[src/rtl/tmd_pkg.sv]
// ----------------------------------------------------------------------------
// tmd_pkg
// Types and constants shared by the tape marker detector.
// ----------------------------------------------------------------------------
package tmd_pkg;

  localparam int unsigned PosW    = 32;
  localparam int unsigned StepW   = 16;
  localparam int unsigned SenseW  = 4;
  localparam int unsigned CountW  = 3;
  localparam int unsigned SatW    = 8;
  localparam int unsigned CfgDataW = 16;
  localparam int unsigned CfgIdxW  = 3;

  localparam logic [SatW-1:0] SatMax = 8'd255;

  typedef enum logic [CfgIdxW-1:0] {
    CFG_EXPECTED_KIND    = 3'd0,
    CFG_MIN_ACTIVE       = 3'd1,
    CFG_CONFIRM_SAMPLES  = 3'd2,
    CFG_RELEASE_SAMPLES  = 3'd3,
    CFG_PAIR_DISTANCE    = 3'd4,
    CFG_PAIR_TOLERANCE   = 3'd5
  } cfg_idx_e;

  typedef enum logic {
    OP_SAMPLE  = 1'b0,
    OP_RESTART = 1'b1
  } opcode_e;

  typedef enum logic {
    KIND_SINGLE = 1'b0,
    KIND_DOUBLE = 1'b1
  } marker_kind_e;

  typedef struct packed {
    logic                     opcode;
    logic [SenseW-1:0]        sensor_bits;
    logic signed [StepW-1:0]  travel_step;
  } in_req_t;

  typedef struct packed {
    logic [CountW-1:0]        active_count;
    logic                     event_flag;
    logic                     marker_kind;
    logic signed [PosW-1:0]   marker_position;
  } out_req_t;

endpackage

[src/rtl/tape_marker_detector.sv]
// ----------------------------------------------------------------------------
// tape_marker_detector
// Tape piece tracking and single or double marker detection over a sample
// stream with a wrapping travel position.
// ----------------------------------------------------------------------------
// Each accepted request is processed in the cycle it is accepted and its result
// appears in the output register on the next cycle. One request per cycle is
// sustained: the output register frees in the same cycle its result is taken,
// so input ready only drops while a result is held back by the consumer. The
// per-sample path is one position add followed by the center, spacing and
// timeout compares. Configuration writes take effect at once and are meant to
// happen while no request is in flight; restart requests clear the tracking
// state but keep the configuration.
module tape_marker_detector (
  input  logic                          clk_i,
  input  logic                          rst_ni,
  input  logic                          in_valid_i,
  output logic                          in_ready_o,
  input  tmd_pkg::in_req_t              in_data_i,
  output logic                          out_valid_o,
  input  logic                          out_ready_i,
  output tmd_pkg::out_req_t             out_data_o,
  input  logic                          cfg_we_i,
  input  logic [tmd_pkg::CfgIdxW-1:0]   cfg_index_i,
  input  logic [tmd_pkg::CfgDataW-1:0]  cfg_data_i
);
  import tmd_pkg::*;

  // configuration
  logic            kind_q;
  logic [2:0]      min_act_q;
  logic [7:0]      confirm_q;
  logic [7:0]      release_q;
  logic [15:0]     dist_q;
  logic [15:0]     tol_q;

  // tracking state
  logic [PosW-1:0] progress_q, progress_d;
  logic [PosW-1:0] start_q, start_d;
  logic [PosW-1:0] first_q, first_d;
  logic [SatW-1:0] on_q, on_d;
  logic [SatW-1:0] off_q, off_d;
  logic            in_piece_q, in_piece_d;
  logic            await_q, await_d;
  logic            rep_q, rep_d;

  logic            out_valid_q;
  out_req_t        out_q, out_d;
  logic            accept;

  logic [CountW-1:0] count;
  logic              tape;
  logic [SatW-1:0]   on_inc, off_inc;
  logic [PosW:0]     center_sum, mid_sum;
  logic [PosW-1:0]   center, mid;
  logic signed [PosW:0]   run_diff, spacing;
  logic signed [PosW+1:0] err;
  logic [PosW+1:0]        err_abs;
  logic [16:0]            reach;
  logic                   timeout, matched;

  assign in_ready_o  = !out_valid_q || out_ready_i;
  assign accept      = in_valid_i && in_ready_o;
  assign out_valid_o = out_valid_q;
  assign out_data_o  = out_q;

  always_comb begin
    count = {2'b00, in_data_i.sensor_bits[0]} + {2'b00, in_data_i.sensor_bits[1]}
          + {2'b00, in_data_i.sensor_bits[2]} + {2'b00, in_data_i.sensor_bits[3]};
    tape  = count >= min_act_q;
    progress_d = progress_q + {{(PosW-StepW){in_data_i.travel_step[StepW-1]}},
                               in_data_i.travel_step};
    on_inc  = (on_q  < SatMax) ? on_q  + 8'd1 : on_q;
    off_inc = (off_q < SatMax) ? off_q + 8'd1 : off_q;

    // piece center and pair midpoint, floor of half the exact sum
    center_sum = {start_q[PosW-1], start_q} + {progress_d[PosW-1], progress_d};
    center     = center_sum[PosW:1];
    mid_sum    = {first_q[PosW-1], first_q} + {center[PosW-1], center};
    mid        = mid_sum[PosW:1];

    spacing = $signed({center[PosW-1], center}) - $signed({first_q[PosW-1], first_q});
    err     = $signed({spacing[PosW], spacing}) - $signed({18'd0, dist_q});
    err_abs = err[PosW+1] ? 34'(-err) : 34'(err);
    matched = err_abs <= {18'd0, tol_q};

    reach    = {1'b0, dist_q} + {1'b0, tol_q};
    run_diff = $signed({progress_d[PosW-1], progress_d})
             - $signed({first_q[PosW-1], first_q});
    timeout  = run_diff > $signed({16'd0, reach});

    start_d    = start_q;
    first_d    = first_q;
    on_d       = on_q;
    off_d      = off_q;
    in_piece_d = in_piece_q;
    await_d    = await_q;
    rep_d      = rep_q;

    out_d.active_count    = count;
    out_d.event_flag      = 1'b0;
    out_d.marker_kind     = KIND_SINGLE;
    out_d.marker_position = '0;

    if (in_data_i.opcode == OP_RESTART) begin
      progress_d = '0;
      start_d    = '0;
      first_d    = '0;
      on_d       = '0;
      off_d      = '0;
      in_piece_d = 1'b0;
      await_d    = 1'b0;
      rep_d      = 1'b0;
      out_d.active_count = '0;
    end else if (!in_piece_q) begin
      off_d = '0;
      if (tape) begin
        if (on_inc >= confirm_q) begin
          in_piece_d = 1'b1;
          on_d       = '0;
          start_d    = progress_d;
        end else begin
          on_d = on_inc;
        end
      end else begin
        on_d = '0;
      end
      // no second piece in reach: report the first one alone
      if (kind_q == KIND_DOUBLE && await_q && timeout && !rep_q) begin
        rep_d                 = 1'b1;
        out_d.event_flag      = 1'b1;
        out_d.marker_kind     = KIND_SINGLE;
        out_d.marker_position = first_q;
      end
    end else begin
      on_d = '0;
      if (!tape) begin
        if (off_inc >= release_q) begin
          in_piece_d = 1'b0;
          off_d      = '0;
          if (!await_q) begin
            if (kind_q == KIND_SINGLE) begin
              if (!rep_q) begin
                rep_d                 = 1'b1;
                out_d.event_flag      = 1'b1;
                out_d.marker_kind     = KIND_SINGLE;
                out_d.marker_position = center;
              end
            end else begin
              first_d = center;
              await_d = 1'b1;
            end
          end else if (matched) begin
            if (!rep_q) begin
              rep_d                 = 1'b1;
              out_d.event_flag      = 1'b1;
              out_d.marker_kind     = KIND_DOUBLE;
              out_d.marker_position = mid;
            end
          end else begin
            first_d = center;
          end
        end else begin
          off_d = off_inc;
        end
      end else begin
        off_d = '0;
      end
    end
  end

  always_ff @(posedge clk_i or negedge rst_ni) begin
    if (!rst_ni) begin
      kind_q    <= KIND_SINGLE;
      min_act_q <= 3'd1;
      confirm_q <= 8'd1;
      release_q <= 8'd1;
      dist_q    <= '0;
      tol_q     <= '0;
    end else if (cfg_we_i) begin
      unique case (cfg_index_i)
        CFG_EXPECTED_KIND:   kind_q    <= cfg_data_i[0];
        CFG_MIN_ACTIVE:      min_act_q <= cfg_data_i[2:0];
        CFG_CONFIRM_SAMPLES: confirm_q <= cfg_data_i[7:0];
        CFG_RELEASE_SAMPLES: release_q <= cfg_data_i[7:0];
        CFG_PAIR_DISTANCE:   dist_q    <= cfg_data_i;
        CFG_PAIR_TOLERANCE:  tol_q     <= cfg_data_i;
        default: ;
      endcase
    end
  end

  always_ff @(posedge clk_i or negedge rst_ni) begin
    if (!rst_ni) begin
      progress_q  <= '0;
      start_q     <= '0;
      first_q     <= '0;
      on_q        <= '0;
      off_q       <= '0;
      in_piece_q  <= 1'b0;
      await_q     <= 1'b0;
      rep_q       <= 1'b0;
      out_valid_q <= 1'b0;
    end else begin
      if (accept) begin
        progress_q <= progress_d;
        start_q    <= start_d;
        first_q    <= first_d;
        on_q       <= on_d;
        off_q      <= off_d;
        in_piece_q <= in_piece_d;
        await_q    <= await_d;
        rep_q      <= rep_d;
      end
      if (accept) begin
        out_valid_q <= 1'b1;
      end else if (out_ready_i) begin
        out_valid_q <= 1'b0;
      end
    end
  end

  always_ff @(posedge clk_i) begin
    if (accept) begin
      out_q <= out_d;
    end
  end

endmodule

[config.mk]
export PLATFORM = sky130hd
export DESIGN_NAME = tape_marker_detector
export DESIGN_NICKNAME = d
export VERILOG_FILES = /design/src/rtl/tmd_pkg.sv /design/src/rtl/tape_marker_detector.sv
export SDC_FILE = /design/constraint.sdc
export NUM_CORES = 1
export LEC_CHECK = 0
export BUFFER_PORTS_ARGS = -buffer_cell sky130_fd_sc_hd__buf_2
export CAP_MARGIN = 15
export CORE_MARGIN = 2
export CORE_UTILIZATION = 49
export DETAILED_ROUTE_END_ITERATION = 10
export PLACE_DENSITY = 0.76
export SYNTH_ARGS = -nofsm -noshare
export SYNTH_HDL_FRONTEND = slang
export SYNTH_SLANG_ARGS = --single-unit
[constraint.sdc]
create_clock -name clk_i -period 19 [get_ports clk_i]
set_clock_uncertainty 0.1 [all_clocks]
set_input_delay 1.9 -clock clk_i [delete_from_list [all_inputs] [get_ports clk_i]]
set_output_delay 1.9 -clock clk_i [all_outputs]
set_load 0.02 [all_outputs]
==> results by group, run 1 <==
Outcome
  • Status: completed

Floorplan
  • Die width: 209 um
  • Initial core utilization: about half
  • Die H: 209 um
  • Total die area: 43700 um2
  • Site Rows: 75
  • Core Area: 41800 um2
  • I/O pin cnt: 84

Clock network
  • CTS Sinks: 205
  • Post-CTS Hold Buffers: 0
  • TritonCTS Buffers: 24
  • Clock H-tree levels: 1
  • Clk slew on worst S/H paths: 0.06 ns
  • CTS tree: done
  • Setup bufs post-CTS: 0
  • Post-CTS Resized: 0
  • Clk buf depth: 3
  • Root buf cell: clkbuf_16
  • Worst-skew pair later-pin latency: 0.58 ns

Detailed routing
  • Vias post-DR: 18.1k
  • DRC Markers: 0
  • Met1 wire length: 26800 um
  • Post-detailed-route count of antenna-violating nets: 0
  • Top Metal Used: met4
  • Avg WL per Cell: 18.8 um
  • DR WL met3: 3700 um
  • WL final: 56300 um
  • DRT Pass-1 Iters: 6
  • Initial DRC Count: 1398
  • Via density: 6.07
  • DR WL met2: roughly 25000 um

Global routing
  • Global-route wire length before repair: 90200 um
  • Largest net degree at the start of global routing: 71
  • Antenna violations before repair: 0
  • Vias in the first global route: 17.0k
  • Remaining Overflow, GRT: 0
  • GRT Overall Usage: between 20 and 30%

Synth
  • Yosys reg bits: 205
  • Distinct cells, synth: 116
  • Syn_area_per_cell: around 8.7 um2
  • Post-synth EDFFs: 37
  • Dominant synthesized flop cell: dfrtp_1
  • Synth warn: 0
  • Post-synth top area share: 20.0%
  • Post-synth ARST share: between 80% and 90%
  • Syn Std Cell Area: 20600 um2
  • Dominant cell type by area after synthesis: dfrtp_1
  • Syn Inst Count: 2380
  • Synth area leaders: dfrtp_1 (20%), ha_1 (15%), edfxtp_1 (5.4%)
  • Synth Net Count: 2696
  • Most frequent cell after synthesis: ha_1
  • Register area share after synthesis: 25.8%
  • Post-synth top cells: ha_1 (249), nand2_1 (206), inv_1 (205), dfrtp_1 (165), a21oi_1 (159)

Worst setup path
  • Worst setup path startpoint: in_data_i[0]
  • Critical Path RT: just under 20 ns
  • Most used cell, CP: a21oi_1
  • Reg-to-Reg Start: progress_q[0]$_DFFE_PN0P_
  • Crit-path max FO: 20
  • CP max stage cell: o21a_1
  • Worst setup SP type: input port
  • CP arrival: 13.25 ns
  • Largest stage delay, worst path: 0.49 ns
  • Crit. End Element: flip-flop
  • Critical setup path kind: input port to flip-flop

Final layout
  • Layout cell share with drive strength beyond 1: 10.6%
  • # diodes: 0
  • Synthesis-to-layout area growth: 7.74%
  • Final net count: 2749

Placement
  • PortBufs: slightly above 80
  • Detailed Place HPWL: 45100 um
  • Placer congestion estimate: between 0.9 and 1

STA
  • Worst-margin pin slew: 1.00 ns
  • Relative slew slack: approximately a third
  • Final Setup Violations: 0
  • Setup TNS: 0 ns
  • Minimum clock period: between 10 and 15 ns
  • RSZ-0062 raised after global routing: no
  • Final hold violations: 0
  • Fmax: 77.3 MHz
  • Final worst path period share: around two thirds
  • Slew Limit Fails: 0

Job
  • Max_cap viols: 0

Min path
  • Min-Delay Path Class: flip-flop to flip-flop
  • Worst Hold Launch: progress_q[3]$_DFFE_PN0P_
==> cell families after synthesis <==
logic type / synth area share [%]
buffers and inverters: 5.94
AND/OR/NAND/NOR: 16.7
AO/OA/AOI/OAI: 23.9
flip-flops: 25.8
XOR/XNOR: 6.83
multiplexers: 3.60
adder cells (fa/ha/maj): 17.3
==> final timing paths <==
path	depth (start not counted)	slack, ns	end
hold / removal	2	0.38	progress_q[3]$_DFFE_PN0P_
hold reg to reg	2	0.38	progress_q[3]$_DFFE_PN0P_
setup / recovery	54	6.07	out_data_o[28]$_SDFFCE_PP0P_
min in group asynchronous	1	1.23	confirm_q[1]$_DFFE_PN0P_
max in group asynchronous	2	16.37	progress_q[30]$_DFFE_PN0P_
setup reg to reg	53	7.13	out_data_o[28]$_SDFFCE_PP0P_
==> metal layers <==
layer	GRT usage [%]	up-vias
li1	-	8810
met1	37.6	8646
met2	39.6	589
met3	2.96	84
met4	6.35	0
met5	0	-
==> cell type report <==
class                   count  area (um2)
fillers                  3797       19600
multi-input cells        1897       14100
clock buffers              30         664
well taps                 539         674
inverters                 208         781
flip-flops and latches    205        5320
repair buffers             97         527
clock inverters            13         153
==> critical path: cells and delay by family <==
family	cells	cell delay, ns
AND/OR/NAND/NOR	11	2.45
adder cells (fa/ha/maj)	6	1.95
XOR/XNOR	3	0.67
buffers and inverters	6	1.01
AO/OA/AOI/OAI	28	5.24
==> stage by stage <==
| step | cells | area [um2] | hold slack, ns | worst slack (ns) | util (%) |
|---|---|---|---|---|---|
| finish | 2989 | 22200 | 0.377 | 6.07 | 53.2 |
| global route | 2989 | 22200 | 0.405 | 5.11 | 53.2 |
| detailed placement | 2946 | 21400 | 0.367 | 5.59 | 51.2 |
| global placement | 2946 | 21400 | 0.362 | 5.82 | 51.2 |
| CTS | 2989 | 22200 | 0.381 | 6.15 | 53.2 |
| floorplan | 2380 | 20600 | 0.350 | 7.39 | - |
==> flip-flops by register name, indices dropped and copies added (netlist names) <==
signal / count
out_data_o: 37
first_q: 32
progress_q: 32
start_q: 32
dist_q: 16
tol_q: 16
confirm_q: 8
off_q: 8
on_q: 8
release_q: 8
min_act_q: 3
await_q: 1
in_piece_q: 1
kind_q: 1
out_valid_o: 1
rep_q: 1
==> cells in the final DEF (no fill, tap or decap), types with 15 or more instances in the layout <==
cell type,netlist,final
a31oi_1,25,25
nor2_1,147,146
o21bai_1,23,23
nand4_1,35,35
a22o_1,39,39
fa_1,22,22
a21oi_1,159,159
nor2b_1,40,40
o21ai_0,127,125
and3_1,20,20
inv_1,205,205
xor2_1,63,63
mux2_2,57,57
nand3_1,50,50
edfxtp_1,37,37
a221o_1,20,20
nand2_1,206,206
o31ai_1,31,31
a21o_1,81,81
dfrtp_1,165,165
ha_1,249,249
clkbuf_16,0,25
o211ai_1,20,20
nand2b_1,39,39
a211oi_1,20,20
buf_2,5,82
o21a_1,34,34
xnor2_1,94,94
a32o_1,15,15
nor3_1,56,55
Power of run 1 is left out: the tool's default activity adds up to more than one toggle a clock period on the data nets, which glitch-free logic cannot reach.
==> run 2: changes to the inputs <==
--- a/config.mk
+++ b/config.mk
@@ -5,6 +5,7 @@
 export SDC_FILE = /design/constraint.sdc
 export NUM_CORES = 1
 export LEC_CHECK = 0
+export ABC_AREA = 1
 export BUFFER_PORTS_ARGS = -buffer_cell sky130_fd_sc_hd__buf_2
 export CAP_MARGIN = 15
 export CORE_MARGIN = 2
==> constraint.sdc (replaced) <==
create_clock -name clk_i -period 12.35 [get_ports clk_i]
set_clock_uncertainty 0.1 [all_clocks]
set_input_delay 1.235 -clock clk_i [delete_from_list [all_inputs] [get_ports clk_i]]
set_output_delay 1.235 -clock clk_i [all_outputs]
set_load 0.02 [all_outputs]
==> run 2 against run 1 <==
Against the previous run: via count is 19% higher; routed wire length increased by 12%; worst hold slack gained 0.0065 ns; flip-flop and latch count is the same; non-clock buffer count stayed put; register-to-register slack lost 5.1 ns; clock-buffer cell count grew 3; area after synthesis grew 6.8%; die area up 6.7%; critical path type unchanged; largest cell class unchanged.
==> results by group, run 2 <==
Detailed routing
  • DRC Markers: 0 (unchanged)
  • Avg WL per Cell: 15.9 um (was 18.8 um)
  • Via density: 5.42 (was 6.07)
  • Vias post-DR: 21.6k (was 18.1k)
  • DRT Pass-1 Iters: 5 (was 6)
  • Post-detailed-route count of antenna-violating nets: 0 (unchanged)
  • Initial DRC Count: 1627 (was 1398)
  • WL final: 63200 um (was 56300 um)

Synth
  • Post-synth ARST share: 82.0% (unchanged)
  • Syn Std Cell Area: 22000 um2 (was 20600 um2)
  • Yosys reg bits: 205 (unchanged)
  • Synth warn: 0 (unchanged)
  • Dominant synthesized flop cell: dfrtp_1 (unchanged)
  • Simple-gate share of the synthesized area: 28.6% (was 16.7%)
  • Most frequent cell after synthesis: nand2_1 (was ha_1)
  • Synth area leaders: dfrtp_1 (19%), nand2_1 (17%), ha_1 (14%) (was dfrtp_1 (20%), ha_1 (15%), edfxtp_1 (5.4%))
  • Dominant cell type by area after synthesis: dfrtp_1 (unchanged)
  • Multiplexer share of the synthesized area: 0% (was 3.60%)
  • Post-synth EDFFs: 37 (unchanged)
  • Distinct cells, synth: 57 (was 116)
  • Register area share after synthesis: 24.2% (was 25.8%)
  • Post-Synth Adder-Cell Area: 16.2% (was 17.3%)
  • Syn_area_per_cell: 6.66 um2 (was 8.66 um2)
  • Post-synthesis xor/xnor area fraction: 5.80% (was 6.83%)
  • Largest family of logic cells by synthesized area: simple AND/OR/NAND/NOR gates (was compound AO/OA/AOI/OAI gates)
  • Synth Net Count: 3623 (was 2696)
  • Post-synth top area share: 18.8% (was 20.0%)
  • Syn Inst Count: 3307 (was 2380)
  • Post-synth top cells: nand2_1 (992), inv_1 (502), ha_1 (249), a21oi_1 (246), o21ai_0 (203) (was ha_1 (249), nand2_1 (206), inv_1 (205), dfrtp_1 (165), a21oi_1 (159))
  • Compound-gate portion of the synthesized area: 15.1% (was 23.9%)

Worst setup path
  • Worst setup path startpoint: in_data_i[0] (unchanged)
  • Critical Path RT: 12.69 ns (was 19.32 ns)
  • Critical setup path kind: input port to flip-flop (unchanged)
  • Largest stage delay, worst path: 0.58 ns (was 0.49 ns)
  • Reg-to-Reg Start: progress_q[0]$_DFFE_PN0P_ (unchanged)
  • Most used cell, CP: nand2_1 (was a21oi_1)
  • CP arrival: 11.04 ns (was 13.25 ns)
  • CP top delay family: simple AND/OR/NAND/NOR gates (was compound AO/OA/AOI/OAI gates)
  • Crit-path max FO: 64 (was 20)
  • Worst setup SP type: input port (unchanged)
  • CP max stage cell: nand3_4 (was o21a_1)
  • CP bufs+invs: 5 (was 6)
  • Crit. End Element: flip-flop (unchanged)

STA
  • Final hold violations: 0 (unchanged)
  • Minimum clock period: around 11 ns
  • Worst-margin pin slew: 1.04 ns (was 1.00 ns)
  • Slew Limit Fails: 0 (unchanged)
  • RSZ-0062 raised after global routing: no (unchanged)
  • Fmax: 93.4 MHz
  • Final worst path period share: 86.7%
  • Final Setup Violations: 0 (unchanged)
  • Worst hold margin: 0.384 ns (was 0.377 ns)
  • Setup TNS: 0 ns (unchanged)
  • Relative slew slack: 30.4% (was 33.2%)

Floorplan
  • Core Area: 44300 um2 (was 41800 um2)
  • Die H: 216 um (was 209 um)
  • Initial core utilization: 49.7% (was 49.3%)
  • Die width: 216 um (was 209 um)
  • I/O pin cnt: 84 (unchanged)
  • Site Rows: 77 (was 75)
  • Total die area: 46600 um2 (was 43700 um2)

Global routing
  • Global-route wire length before repair: 103000 um (was 90200 um)
  • Largest net degree at the start of global routing: 92 (was 71)
  • Remaining Overflow, GRT: 0 (unchanged)
  • GRT Overall Usage: 27.1% (was 25.4%)
  • Antenna violations before repair: 0 (unchanged)
  • Vias in the first global route: 20.1k (was 17.0k)

Job
  • Max_cap viols: 0 (unchanged)

Min path
  • Worst Hold Launch: min_act_q[2]$_DFFE_PN0P_ (was progress_q[3]$_DFFE_PN0P_)
  • Min-Delay Path Class: flip-flop to flip-flop (unchanged)

Clock network
  • Worst-skew pair later-pin latency: 0.54 ns (was 0.58 ns)
  • Clk slew on worst S/H paths: 0.06 ns (about the same)
  • Clk buf depth: 3 (unchanged)
  • CTS Sinks: 205 (unchanged)
  • Post-CTS Hold Buffers: 0 (unchanged)
  • Setup bufs post-CTS: 0 (unchanged)
  • Root buf cell: clkbuf_16 (unchanged)
  • CTS tree: done (unchanged)
  • Post-CTS Resized: 0 (unchanged)
  • TritonCTS Buffers: 25 (was 24)
  • Clock H-tree levels: 1 (unchanged)

Final layout
  • Core Util, Final: 53.8% (was 53.2%)
  • Final net count: 3684 (was 2749)
  • Layout cell share with drive strength beyond 1: 6.38% (was 10.6%)
  • Commonest non-fill, non-tap cell in the layout: nand2_1 (was ha_1)
  • Synthesis-to-layout area growth: 8.41% (was 7.74%)
  • Multi-input gate area: 14500 um2 (was 14100 um2)
  • # diodes: 0 (unchanged)
  • # fillers: 4422 (was 3797)
  • Most frequent cells in the layout: nand2_1 (991), inv_1 (500), ha_1 (249), a21oi_1 (246), o21ai_0 (203) (was ha_1 (249), nand2_1 (206), inv_1 (205), dfrtp_1 (165), a21oi_1 (159))
  • Reg area: 5320 um2 (unchanged)
  • Max reg flops: 37 (unchanged)

Placement
  • Detailed Place HPWL: 50700 um (was 45100 um)
  • PortBufs: 83 (unchanged)
  • Placer congestion estimate: 0.996 (was 0.961)

Outcome
  • Status: completed (unchanged)
-- run 2: cell count changes in the layout (fill, tap and decap cells not counted), moves of 57 or more --
cell and change:
a21oi_1 +87, nand3_1 +95, a21o_1 -68, mux2_2 -57, nand2_1 +785, inv_1 +295, o21ai_0 +78
-- run 2: metal layers --
layer | part of all wire, % | vias up | wire length [um] | track usage, %
met1 | 47 | 9858 | 29800 | 39.0
li1 | - | 10900 | - | -
met5 | 0 | - | 0 | 0
met2 | 43 | 691 | 27300 | 42.9
met4 | 2.5 | 0 | 1550 | 6.80
met3 | 7.2 | 93 | 4570 | 3.81
-- run 2: area by class of cell --
cell class | count | area share, %
Clock buffer | 33 | 2.96
Timing Repair Buffer | 97 | 2.21
Tap cell | 592 | 3.10
Clock inverter | 13 | 0.734
Sequential cell | 205 | 22.3
Inverter | 516 | 8.12
Multi-Input combinational cell | 2523 | 60.6
-- run 2: worst paths after layout --
| kind | depth (start not counted) | endpoint | slack, ns |
|---|---|---|---|
| setup / recovery | 50 | first_q[4]$_DFFE_PN0P_ | 1.64 |
| hold / removal | 2 | min_act_q[2]$_DFFE_PN0P_ | 0.38 |
| setup reg to reg | 49 | first_q[4]$_DFFE_PN0P_ | 2.06 |
| hold reg to reg | 2 | min_act_q[2]$_DFFE_PN0P_ | 0.38 |
| max in group asynchronous | 2 | first_q[28]$_DFFE_PN0P_ | 9.99 |
| min in group asynchronous | 1 | off_q[0]$_DFFE_PN0P_ | 0.65 |
-- run 2: metrics by stage --
step | setup WS [ns] | cells | area, um2
after floorplan | 3.08 | 3307 | 22000
after global placement | 1.48 | 3933 | 23000
after detailed placement | 1.28 | 3933 | 23000
after CTS | 1.82 | 3979 | 23900
after global routing | 0.688 | 3979 | 23900
final | 1.64 | 3979 | 23900
-- run 2: cells by family after synthesis --
logic type      count (synthesis)
fa+ha+maj                     271
compound gates                602
simple gates                 1505
flops                         205
xor+xnor                      145
buf+inv                       579
-- run 2: worst min-delay path, cell delays in order, from the launching register on --
cell and delay [ns]:
dfrtp_1 0.34, nand2_1 0.05, o21ai_0 0.06
Power of run 2 is left out for the same reason.
